[src/hdl/xorshift_rng_with_range_core_macros.svh]
`ifndef XORSHIFT_RNG_WITH_RANGE_CORE_MACROS_SVH
`define XORSHIFT_RNG_WITH_RANGE_CORE_MACROS_SVH

// check outside reset
`define XRNG_ASSERT(lbl, prop, msg) \
   lbl: assert property (@(posedge clock) disable iff (reset) prop) else $error(msg);

// check at every edge, reset included
`define XRNG_ASSERT_ALWAYS(lbl, prop, msg) \
   lbl: assert property (@(posedge clock) prop) else $error(msg);

`endif

[src/hdl/xrng_pkg.sv]
`timescale 1ns / 1ps

package xrng_pkg;

   localparam int XRNG_W = 64;
   localparam int HALF_W = XRNG_W / 2;
   localparam int FRAC_W = 53;
   localparam int EXP_W  = 11;

   localparam logic [XRNG_W-1:0] MUL_CONST       = 64'h2545F4914F6CDD1D;
   localparam logic [XRNG_W-1:0] ZERO_SEED_CONST = 64'h9E3779B97F4A7C15;
   localparam logic [XRNG_W-1:0] RESET_STATE     = 64'h2545F4914F6CDD1D;
   localparam logic [EXP_W-1:0]  EXP_TOP         = 11'd1022;

   typedef enum logic [1:0] {
      OP_SEED  = 2'd0,
      OP_FRAC  = 2'd1,
      OP_RANGE = 2'd2,
      OP_NONE  = 2'd3
   } op_type;

   typedef enum logic [2:0] {
      S_IDLE,
      S_MUL,
      S_SEL,
      S_NORM,
      S_DIV,
      S_OUT
   } state_type;

   typedef struct packed {
      logic              start;
      logic [XRNG_W-1:0] dividend;
      logic [XRNG_W-1:0] divisor;
   } div_req_type;

   typedef struct packed {
      logic              done;
      logic [XRNG_W-1:0] remainder;
   } div_rsp_type;

   function automatic logic [XRNG_W-1:0] xorshift(input logic [XRNG_W-1:0] s);
      logic [XRNG_W-1:0] x;
      x = s ^ (s >> 12);
      x = x ^ (x << 25);
      x = x ^ (x >> 27);
      return x;
   endfunction

endpackage

[src/hdl/xrng_div.sv]
`timescale 1ns / 1ps

module xrng_div (
   input  logic                 clock,
   input  logic                 reset,
   input  xrng_pkg::div_req_type req,
   output xrng_pkg::div_rsp_type rsp
);

   localparam int CNT_W = $clog2(xrng_pkg::XRNG_W);

   logic [xrng_pkg::XRNG_W-1:0] quo_ff, quo_in;
   logic [xrng_pkg::XRNG_W-1:0] rem_ff, rem_in;
   logic [xrng_pkg::XRNG_W-1:0] dvs_ff, dvs_in;
   logic [CNT_W-1:0]            cnt_ff, cnt_in;
   logic                        run_ff, run_in;
   logic                        done_ff, done_in;

   logic [xrng_pkg::XRNG_W:0]   shifted;
   logic [xrng_pkg::XRNG_W:0]   diff;

   always_comb begin
      shifted = {rem_ff, quo_ff[xrng_pkg::XRNG_W-1]};
      diff    = shifted - {1'b0, dvs_ff};
      quo_in  = quo_ff;
      rem_in  = rem_ff;
      dvs_in  = dvs_ff;
      cnt_in  = cnt_ff;
      run_in  = run_ff;
      done_in = 1'b0;
      if (req.start) begin
         quo_in = req.dividend;
         rem_in = '0;
         dvs_in = req.divisor;
         cnt_in = '0;
         run_in = 1'b1;
      end else if (run_ff) begin
         quo_in = {quo_ff[xrng_pkg::XRNG_W-2:0], ~diff[xrng_pkg::XRNG_W]};
         rem_in = diff[xrng_pkg::XRNG_W] ? shifted[xrng_pkg::XRNG_W-1:0]
                                         : diff[xrng_pkg::XRNG_W-1:0];
         cnt_in = cnt_ff + 1'b1;
         if (&cnt_ff) begin
            run_in  = 1'b0;
            done_in = 1'b1;
         end
      end
   end

   always_ff @(posedge clock) begin
      if (reset) begin
         run_ff  <= 1'b0;
         done_ff <= 1'b0;
         cnt_ff  <= '0;
      end else begin
         run_ff  <= run_in;
         done_ff <= done_in;
         cnt_ff  <= cnt_in;
      end
      quo_ff <= quo_in;
      rem_ff <= rem_in;
      dvs_ff <= dvs_in;
   end

   assign rsp.done      = done_ff;
   assign rsp.remainder = rem_ff;

endmodule

[src/hdl/xorshift_rng_with_range_core.sv]
`timescale 1ns / 1ps
// channel | ports           | tdata (low bit up)              | tuser
// request | req_t*          | operand_a, operand_b (128 bits) | opcode [1:0]
// result  | rsp_t*          | value_bits (64 bits)            | status [0]
//
// Seed, unused opcode and reversed bounds: S_IDLE goes straight to S_OUT, which raises rsp_tvalid once rsp is free.
// Fraction: S_MUL uses the 32x32 multiplier three times, then S_SEL and, unless
// the mantissa is zero, a one-bit-per-cycle normalize shift in S_NORM. Range:
// S_MUL, then the 64-step restoring divider; a full-range span skips the divider.
// One item at a time; the next item is taken while a result waits on rsp.
// Synchronous active-high reset loads the generator state and empties rsp.
`include "xorshift_rng_with_range_core_macros.svh"

module xorshift_rng_with_range_core (
   input  logic         clock,
   input  logic         reset,
   input  logic         req_tvalid,
   output logic         req_tready,
   input  logic [127:0] req_tdata,   // operand_a [63:0], operand_b [127:64]
   input  logic [1:0]   req_tuser,   // opcode [1:0]
   output logic         rsp_tvalid,
   input  logic         rsp_tready,
   output logic [63:0]  rsp_tdata,   // value_bits [63:0]
   output logic [0:0]   rsp_tuser    // status [0]
);

   localparam int W  = xrng_pkg::XRNG_W;
   localparam int HW = xrng_pkg::HALF_W;
   localparam int FW = xrng_pkg::FRAC_W;
   localparam int EW = xrng_pkg::EXP_W;

   xrng_pkg::state_type state_ff, state_in;
   xrng_pkg::op_type    op_ff, op_in;
   logic [W-1:0]        gen_ff, gen_in;
   logic [W-1:0]        lo_ff, lo_in;
   logic [W-1:0]        span_ff, span_in;
   logic [W-1:0]        acc_ff, acc_in;
   logic [1:0]          mcnt_ff, mcnt_in;
   logic [FW-1:0]       mant_ff, mant_in;
   logic [EW-1:0]       exp_ff, exp_in;
   logic [W-1:0]        res_ff, res_in;
   logic                stat_ff, stat_in;
   logic                rsp_valid_ff, rsp_valid_in;
   logic [W-1:0]        rsp_data_ff, rsp_data_in;
   logic                rsp_stat_ff, rsp_stat_in;

   logic [W-1:0]        req_a, req_b;
   xrng_pkg::op_type    req_op;
   logic                req_fire;
   logic                bad_bounds;
   logic [HW-1:0]       mul_a, mul_b;
   logic [W-1:0]        mul_p;
   xrng_pkg::div_req_type div_req;
   xrng_pkg::div_rsp_type div_rsp;

   assign req_a      = req_tdata[W-1:0];
   assign req_b      = req_tdata[2*W-1:W];
   assign req_op     = xrng_pkg::op_type'(req_tuser);
   assign req_fire   = req_tvalid && req_tready;
   assign bad_bounds = $signed(req_a) > $signed(req_b);

   xrng_div u_div (
      .clock (clock),
      .reset (reset),
      .req   (div_req),
      .rsp   (div_rsp)
   );

   always_comb begin
      unique case (mcnt_ff)
         2'd0: begin
            mul_a = gen_ff[HW-1:0];
            mul_b = xrng_pkg::MUL_CONST[HW-1:0];
         end
         2'd1: begin
            mul_a = gen_ff[HW-1:0];
            mul_b = xrng_pkg::MUL_CONST[W-1:HW];
         end
         default: begin
            mul_a = gen_ff[W-1:HW];
            mul_b = xrng_pkg::MUL_CONST[HW-1:0];
         end
      endcase
      mul_p = W'(mul_a) * W'(mul_b);
   end

   always_comb begin
      state_in     = state_ff;
      op_in        = op_ff;
      gen_in       = gen_ff;
      lo_in        = lo_ff;
      span_in      = span_ff;
      acc_in       = acc_ff;
      mcnt_in      = mcnt_ff;
      mant_in      = mant_ff;
      exp_in       = exp_ff;
      res_in       = res_ff;
      stat_in      = stat_ff;
      rsp_valid_in = rsp_valid_ff && !rsp_tready;
      rsp_data_in  = rsp_data_ff;
      rsp_stat_in  = rsp_stat_ff;
      req_tready   = 1'b0;
      div_req.start    = 1'b0;
      div_req.dividend = acc_ff;
      div_req.divisor  = span_ff;

      unique case (state_ff)
         xrng_pkg::S_IDLE: begin
            req_tready = 1'b1;
            if (req_tvalid) begin
               op_in   = req_op;
               lo_in   = req_a;
               span_in = req_b - req_a + 1'b1;
               res_in  = '0;
               stat_in = 1'b0;
               mcnt_in = '0;
               state_in = xrng_pkg::S_OUT;
               unique case (req_op)
                  xrng_pkg::OP_SEED: begin
                     gen_in = (req_a == '0) ? xrng_pkg::ZERO_SEED_CONST : req_a;
                  end
                  xrng_pkg::OP_FRAC: begin
                     gen_in   = xrng_pkg::xorshift(gen_ff);
                     state_in = xrng_pkg::S_MUL;
                  end
                  xrng_pkg::OP_RANGE: begin
                     if (bad_bounds) begin
                        stat_in = 1'b1;
                     end else begin
                        gen_in   = xrng_pkg::xorshift(gen_ff);
                        state_in = xrng_pkg::S_MUL;
                     end
                  end
                  default: begin
                  end
               endcase
            end
         end
         xrng_pkg::S_MUL: begin
            mcnt_in = mcnt_ff + 1'b1;
            if (mcnt_ff == 2'd0) begin
               acc_in = mul_p;
            end else begin
               acc_in = {acc_ff[W-1:HW] + mul_p[HW-1:0], acc_ff[HW-1:0]};
            end
            if (mcnt_ff == 2'd2) begin
               state_in = xrng_pkg::S_SEL;
            end
         end
         xrng_pkg::S_SEL: begin
            if (op_ff == xrng_pkg::OP_FRAC) begin
               mant_in = acc_ff[W-1:W-FW];
               exp_in  = xrng_pkg::EXP_TOP;
               if (acc_ff[W-1:W-FW] == '0) begin
                  state_in = xrng_pkg::S_OUT;
               end else begin
                  state_in = xrng_pkg::S_NORM;
               end
            end else if (span_ff == '0) begin
               res_in   = acc_ff;
               state_in = xrng_pkg::S_OUT;
            end else begin
               div_req.start = 1'b1;
               state_in      = xrng_pkg::S_DIV;
            end
         end
         xrng_pkg::S_NORM: begin
            if (mant_ff[FW-1]) begin
               res_in   = {1'b0, exp_ff, mant_ff[FW-2:0]};
               state_in = xrng_pkg::S_OUT;
            end else begin
               mant_in = {mant_ff[FW-2:0], 1'b0};
               exp_in  = exp_ff - 1'b1;
            end
         end
         xrng_pkg::S_DIV: begin
            if (div_rsp.done) begin
               res_in   = lo_ff + div_rsp.remainder;
               state_in = xrng_pkg::S_OUT;
            end
         end
         xrng_pkg::S_OUT: begin
            if (!rsp_valid_ff || rsp_tready) begin
               rsp_valid_in = 1'b1;
               rsp_data_in  = res_ff;
               rsp_stat_in  = stat_ff;
               state_in     = xrng_pkg::S_IDLE;
            end
         end
         default: begin
            state_in = xrng_pkg::S_IDLE;
         end
      endcase
   end

   always_ff @(posedge clock) begin
      if (reset) begin
         state_ff     <= xrng_pkg::S_IDLE;
         gen_ff       <= xrng_pkg::RESET_STATE;
         mcnt_ff      <= '0;
         rsp_valid_ff <= 1'b0;
      end else begin
         state_ff     <= state_in;
         gen_ff       <= gen_in;
         mcnt_ff      <= mcnt_in;
         rsp_valid_ff <= rsp_valid_in;
      end
      op_ff       <= op_in;
      lo_ff       <= lo_in;
      span_ff     <= span_in;
      acc_ff      <= acc_in;
      mant_ff     <= mant_in;
      exp_ff      <= exp_in;
      res_ff      <= res_in;
      stat_ff     <= stat_in;
      rsp_data_ff <= rsp_data_in;
      rsp_stat_ff <= rsp_stat_in;
   end

   assign rsp_tvalid   = rsp_valid_ff;
   assign rsp_tdata    = rsp_data_ff;
   assign rsp_tuser[0] = rsp_stat_ff;

   `XRNG_ASSERT(a_one_at_a_time, req_fire |=> !req_tready, "accepted a beat while busy")
   `XRNG_ASSERT(a_bad_bounds_hold, (req_fire && req_op == xrng_pkg::OP_RANGE && bad_bounds) |=> $stable(gen_ff), "state moved on reversed bounds")
   `XRNG_ASSERT(a_err_zero, (rsp_tvalid && rsp_tuser[0]) |-> (rsp_tdata == '0), "error beat carries nonzero value")
   `XRNG_ASSERT_ALWAYS(a_reset_state, reset |=> (gen_ff == xrng_pkg::RESET_STATE && !rsp_tvalid), "reset state wrong")

endmodule

[config.mk]
export PLATFORM = sky130hd
export DESIGN_NAME = xorshift_rng_with_range_core
export DESIGN_NICKNAME = d
export VERILOG_FILES = /design/src/hdl/xrng_pkg.sv /design/src/hdl/xrng_div.sv /design/src/hdl/xorshift_rng_with_range_core.sv
export VERILOG_INCLUDE_DIRS = /design/src /design/src/hdl
export SDC_FILE = /design/constraint.sdc
export NUM_CORES = 2
export LEC_CHECK = 0
export BUFFER_PORTS_ARGS = -buffer_cell sky130_fd_sc_hd__buf_4
export CELL_PAD_IN_SITES_DETAIL_PLACEMENT = 2
export CELL_PAD_IN_SITES_GLOBAL_PLACEMENT = 2
export CORE_MARGIN = 5
export CORE_UTILIZATION = 30
export CTS_CLUSTER_DIAMETER = 60
export DETAILED_ROUTE_END_ITERATION = 10
export HOLD_SLACK_MARGIN = 0.15
export PLACE_DENSITY = 0.6
export SLEW_MARGIN = 15
export SYNTH_ARGS = -nofsm -noshare
export SYNTH_HDL_FRONTEND = slang
export SYNTH_HIERARCHICAL = 1
export SYNTH_SLANG_ARGS = --single-unit
[constraint.sdc]
create_clock -name clock -period 13.95 [get_ports clock]
set_input_delay 2.79 -clock clock [delete_from_list [all_inputs] [get_ports clock]]
set_output_delay 2.79 -clock clock [all_outputs]
set_load 0.02 [all_outputs]
=== Yosys cells after proc, flatten, opt, wreduce, memory -nomap -nowiden ===
Index checks and enable logic that the tools add are counted.

* $add $sub $neg: 8
* Eq/ne operators: 20
* Multipliers: 1
* $lt $le $gt $ge: 1
* Divide/modulo/power cells: 0
* Muxes and demuxes: 45
* Bitwise operators: 5
* Reductions and logical operators: 28
* Shift-type cells: 0

{| class="wikitable"
|+ Operators with widths
! kind !! number
|-
| two-way mux 64 bit || 11
|-
| one-hot mux 64 bit (4 select lines) || 1
|-
| one-hot mux 64 bit (3 select lines) || 1
|-
| zero test 64 bit || 2
|-
| two-way mux 53 bit || 2
|-
| one-hot mux 53 bit (2 select lines) || 1
|-
| subtractor 65 x 64 -> 65 bit || 1
|-
| adder 64 x 1 -> 64 bit (second input constant) || 1
|-
| adder 64 bit || 1
|-
| greater-than comparator 64 bit || 1
|-
| multiplier 32 x 32 -> 64 bit || 1
|-
| subtractor 64 bit || 1
|-
| bitwise XOR 64 x 37 -> 64 bit || 1
|-
| bitwise XOR 64 x 52 -> 64 bit || 1
|-
| bitwise XOR 64 bit || 1
|-
| zero test 53 bit || 1
|-
| adder 32 bit || 1
|-
| two-way mux 32 bit || 1
|-
| two-way mux 31 bit || 1
|-
| two-way mux 3 bit || 8
|-
| two-way mux 11 bit || 2
|-
| one-hot mux 11 bit (2 select lines) || 1
|-
| inequality test 2 bit (second input constant) || 9
|-
| one-hot mux 3 bit (6 select lines) || 1
|-
| other kinds (29) || 56
|}

* Memories: 0
* Logic and storage cells: 130
* Memory bits (writable): 0
* ROM bits: 0
* Bits in latches: 0
* Register bits after elaboration: 658

=== Logic depth before layout (Yosys ltp) ===
* Depth after elaboration: 6
* Mapped depth: 42
* Mapped depth without buffers: 40

=== Hierarchy ===
Netlist, hierarchy kept.

{| class="wikitable"
|+ By module, submodules not included
! module !! cells each !! area an instance (um2) !! times used !! seq. area each (um2)
|-
| xorshift_rng_with_range_core || 5447 || 54010.6 || 1 || 13052.5
|-
| xrng_div || 1193 || 11876.4 || 1 || 5285.1
|}

=== Worst setup path after synthesis ===
Ideal clock, no wire load.

* Path type: reg-to-reg
* From: register mcnt_ff[0]
* To: register acc_ff[63] (data pin)
* Required time: 13.783 ns
* Path slack: 3.835 ns
* Setup time: 0.167 ns
* Arrival: 9.948 ns
* Path buffers: 4
* Cell stages (with the launch flop): 42
* Period minus slack after synthesis: 10.115 ns
* Cell sequence: dfxtp_1 inv_1 ha_1 clkbuf_1 nor2_1 clkbuf_1 buf_1 mux2i_1 nor2_1 inv_1 fa_1 inv_1 fa_1 fa_1 ha_1 ha_1 inv_1 fa_1 [... 6 more ...] clkbuf_1 nand3_1 nand3_1 or3b_2 nand2_1 xor2_1 ha_1 a21o_1 a21oi_1 nor2b_1 a311o_1 a21oi_1 nand2_1 o2bb2ai_1 nor4b_1 a21oi_1 xnor2_1 a211oi_1

* Word-level cells in the longest chain between the ends: 6
* Elaborated cells on any way between the ends: 8
* Those cells by class: 1 x add/sub; 1 x mul; 1 x eq/ne; 3 x mux; 2 x reduce/logical

{| class="wikitable"
|+ RTL lines
! item !! line !! RTL
|-
| start: declaration || xorshift_rng_with_range_core.sv:38 || <nowiki>logic [1:0] mcnt_ff, mcnt_in;</nowiki>
|-
| start signal: assignment || xorshift_rng_with_range_core.sv:205 || <nowiki>mcnt_ff <= mcnt_in;</nowiki>
|-
| equality test 2 x 1 -> 1 bit or zero test 2 bit (tied branches) || xorshift_rng_with_range_core.sv:70 || <nowiki>unique case (mcnt_ff)</nowiki>
|-
| OR reduction 2 bit (no source line) || n/a ||
|-
| two-way mux 32 bit || xorshift_rng_with_range_core.sv:70 ||
|-
| multiplier 32 x 32 -> 64 bit * || xorshift_rng_with_range_core.sv:84 || <nowiki>mul_p = W'(mul_a) * W'(mul_b);</nowiki>
|-
| via mul_p[18] || xorshift_rng_with_range_core.sv:52 || <nowiki>logic [W-1:0] mul_p;</nowiki>
|-
| adder 32 bit * || xorshift_rng_with_range_core.sv:144 || <nowiki>acc_in = {acc_ff[W-1:HW] + mul_p[HW-1:0], acc_ff[HW-1:0]};</nowiki>
|-
| two-way mux 64 bit * || xorshift_rng_with_range_core.sv:141 || <nowiki>if (mcnt_ff == 2'd0) begin</nowiki>
|-
| end signal: assignment || xorshift_rng_with_range_core.sv:211 || <nowiki>acc_ff <= acc_in;</nowiki>
|-
| end: declaration || xorshift_rng_with_range_core.sv:37 || <nowiki>logic [W-1:0] acc_ff, acc_in;</nowiki>
|}

The timed path passes the listed nets; every way through them passes the cells marked *.
A chain may end at the register's enable or synchronous reset.

=== Worst setup path in the final report ===
Same ends and word-level chain as after synthesis.

==> flow_metrics.tcl <==
set metrics [dict create \
    hold_viol 0 \
    syn_inst 6640 \
    cp.arrival_ps 11700 \
    start_kind "flip-flop" \
    fin_area_um2 73900 \
    rr_startpoint "mcnt_ff[0]$_SDFFE_PP0P_" \
    criticalPathCategory "flip-flop to flip-flop" \
    slew_violations 0 \
    ant_nets 0 \
    postCtsSetupBuffers 0 \
    vias 51200 \
    finalSetupTns_ps 0 \
    io-pin-count 201 \
    hold_depth 0 \
    clockBufferDepth 3 \
    cp_max_fo 55 \
    cts.sinks 658 \
    critPathCaptureType "flip-flop" \
    clock.fmax_mhz 89.0 \
    area_delta_synth_final_pct 12.2 \
    grt_pass1_wl_um 403000 \
    yosysTopAreaCell "edfxtp_1" \
    dr.pass1.iters 5 \
    initial_utilization_pct 30.1 \
    skew_ps 38.5 \
    drive_above_1_share_pct 8.18 \
    gp_congestion 0.894 \
    viasPerCell 5.24 \
    period_share_pct 80.6 \
    drt_iter0_drc 3227 \
    synthesis.area_um2 65900 \
    synth_seq_cells 658 \
    r2r_slack_ps 2710 \
    rsz0062_at_grt "false" \
    yosys_most_used_dff "edfxtp_1" \
    min_period_ps 11240 \
    cts.htree.levels 3 \
    drc_errors 0 \
    hold_buffers 0 \
    r2r_cells 35 \
    synth_top_area_share_pct 23.5 \
    dieArea_um2 229000 \
    grtUsageTotal_pct 23.9 \
    syn_avg_cell_area_um2 9.92 \
    outcome "finished, final reports clean" \
    min_from "res_ff[20]$_DFFE_PP_" \
    ys_warn_count 6 \
    maxSlewHeadroom_pct 10.3 \
    critPathMaxStageDelay_ps 940 \
    cts_resized 0 \
    dp.cells 9597 \
    antenna_found_initial 32 \
    stdcell_count 9773 \
    clock_latency_ps 720 \
    grt_max_degree 132 \
    dpl.hpwl_um 233000 \
    seq_area_frac_synth_pct 27.8 \
    wl_per_cell_um 28.6 \
    cap_viol_max_count 0 \
    reg2reg_to "acc_ff[63]$_DFFE_PP_" \
    worst_path_max_delay_cell "mux2i_1" \
    setup_viol 0 \
    grt_pass1_vias 56200 \
    core_um2 219000 \
    die_h_um 479 \
    drt_wl_total_um 279000 \
    ys_types 87 \
    port_buffers 200 \
    cts_inserted_buffers 92 \
    fin_util_pct 33.8 \
    grt_overflow_total 0 \
    tightest_slew_ps 1330 \
    nets 8315 \
    cts_root_buf "clkbuf_16" \
    core.rowCount 172 \
    hold_path.class "flip-flop to flip-flop" \
    cts.reportedPaths.clkPinSlew_ps 60 \
    dpl_cell_area_um2 70800 \
    synth_edf_count 516 \
    die_w_um 479 \
    cts_tree "built" \
    critPathRequiredTime_ps 14410 \
    ys_top_cells_by_area "edfxtp_1 24%, fa_1 18%, ha_1 14%, inv_1 6.0%, dfxtp_1 4.3%" \
    async_flop_share_pct 0 \
    whs_endpoint "rsp_tdata[20]$_DFFE_PP_" \
]
cell type report:
type / instances / area [µm²]
Clock inverter: 65 / 707
Clock buffer: 106 / 2420
Sequential cell: 658 / 18300
Timing Repair Buffer: 263 / 1990
Inverter: 1058 / 3980
Antenna cell: 5 / 12.5
Multi-Input combinational cell: 4747 / 42900
Fill cell: 24000 / 145000
Tap cell: 2871 / 3590
layer usage:
metal / track usage [%] / up-vias / share of wire (%)
met5: 0 / - / 0.0025
met4: 4.79 / 2 / 2.1
met3: 2.64 / 238 / 4.3
li1: - / 23000 / -
met2: 39.0 / 1046 / 46
met1: 34.5 / 26900 / 48
cell usage in the layout (no fill, tap or decap), types with 108 or more instances in the layout:
cell type	count
inv_1	1054
ha_1	750
fa_1	608
edfxtp_1	516
nand2_1	420
a21oi_1	396
nor2_1	380
buf_4	262
xnor2_1	248
o21ai_0	225
a21o_1	177
xor2_1	161
dfxtp_1	140
mux2i_1	136
o22ai_1	108
critical path: cells and delay by family (launching register included):
family | cells | cell delay, ps
adders and majority gates | 11 | 5000
and+or+nand+nor | 3 | 640
xor gates and xnor gates | 2 | 550
DFF | 1 | 370
muxes | 1 | 940
buffers and inverters | 10 | 1670
AOI/OAI and AO/OA | 8 | 1760
how the worst max path moves through the flow:
stage,start,to,cells past startpoint,slack [ps]
6_report,mcnt_ff[0]$_SDFFE_PP0P_,acc_ff[63]$_DFFE_PP_,35,2710
4_1_cts,mcnt_ff[0]$_SDFFE_PP0P_,acc_ff[63]$_DFFE_PP_,35,2580
2_1_floorplan,mcnt_ff[0]$_SDFFE_PP0P_,acc_ff[63]$_DFFE_PP_,41,3830
3_5_place_dp,mcnt_ff[0]$_SDFFE_PP0P_,acc_ff[63]$_DFFE_PP_,35,2560
3_3_place_gp,mcnt_ff[0]$_SDFFE_PP0P_,acc_ff[63]$_DFFE_PP_,35,2830
5_1_grt,mcnt_ff[0]$_SDFFE_PP0P_,acc_ff[63]$_DFFE_PP_,35,2130
synthesized netlist by cell type (67+ instances only):
master / number
a211oi_1: 69
a21o_1: 177
a21oi_1: 397
clkbuf_1: 204
dfxtp_1: 142
edfxtp_1: 516
fa_1: 608
ha_1: 753
inv_1: 1055
mux2_2: 67
mux2i_1: 137
nand2_1: 422
nand3_1: 69
nand4_1: 83
nor2_1: 383
o21ai_0: 225
o22ai_1: 108
xnor2_1: 248
xor2_1: 161
per-stage QoR:
step | hold slack [ps] | setup WS [ps]
final | 417 | 2710
after CTS | 420 | 2580
after global routing | 422 | 2130
after detailed placement | 406 | 2560
after floorplan | 400 | 3830
after global placement | 402 | 2830
sequential cells by signal, indices dropped and copies added (netlist names), 2 cells and up:
name and count:
mcnt_ff 2, u_div/rem_ff 64, op_ff 2, acc_ff 64, exp_ff 11, u_div/dvs_ff 64, u_div/quo_ff 64, span_ff 64
state_ff 3, mant_ff 53, gen_ff 64, u_div/cnt_ff 6, lo_ff 64, res_ff 64, rsp_tdata 64
cell families (layout without fill, tap and decap cells):
logic type                 after synthesis  count (layout)  share of synthesized area (%)
adders and majority gates             1361            1361                           32.8
and+or+nand+nor                       1359            1359                           9.82
AOI/OAI and AO/OA                     1350            1350                           13.3
buffers and inverters                 1294            1492                           7.53
DFF                                    658             658                           27.8
xor gates and xnor gates               410             410                           5.47
muxes                                  206             206                           3.26
other                                    2              66                         0.0114
Power is left out: the tool's default activity adds up to more than one toggle a clock period on the data nets, which glitch-free logic cannot reach.
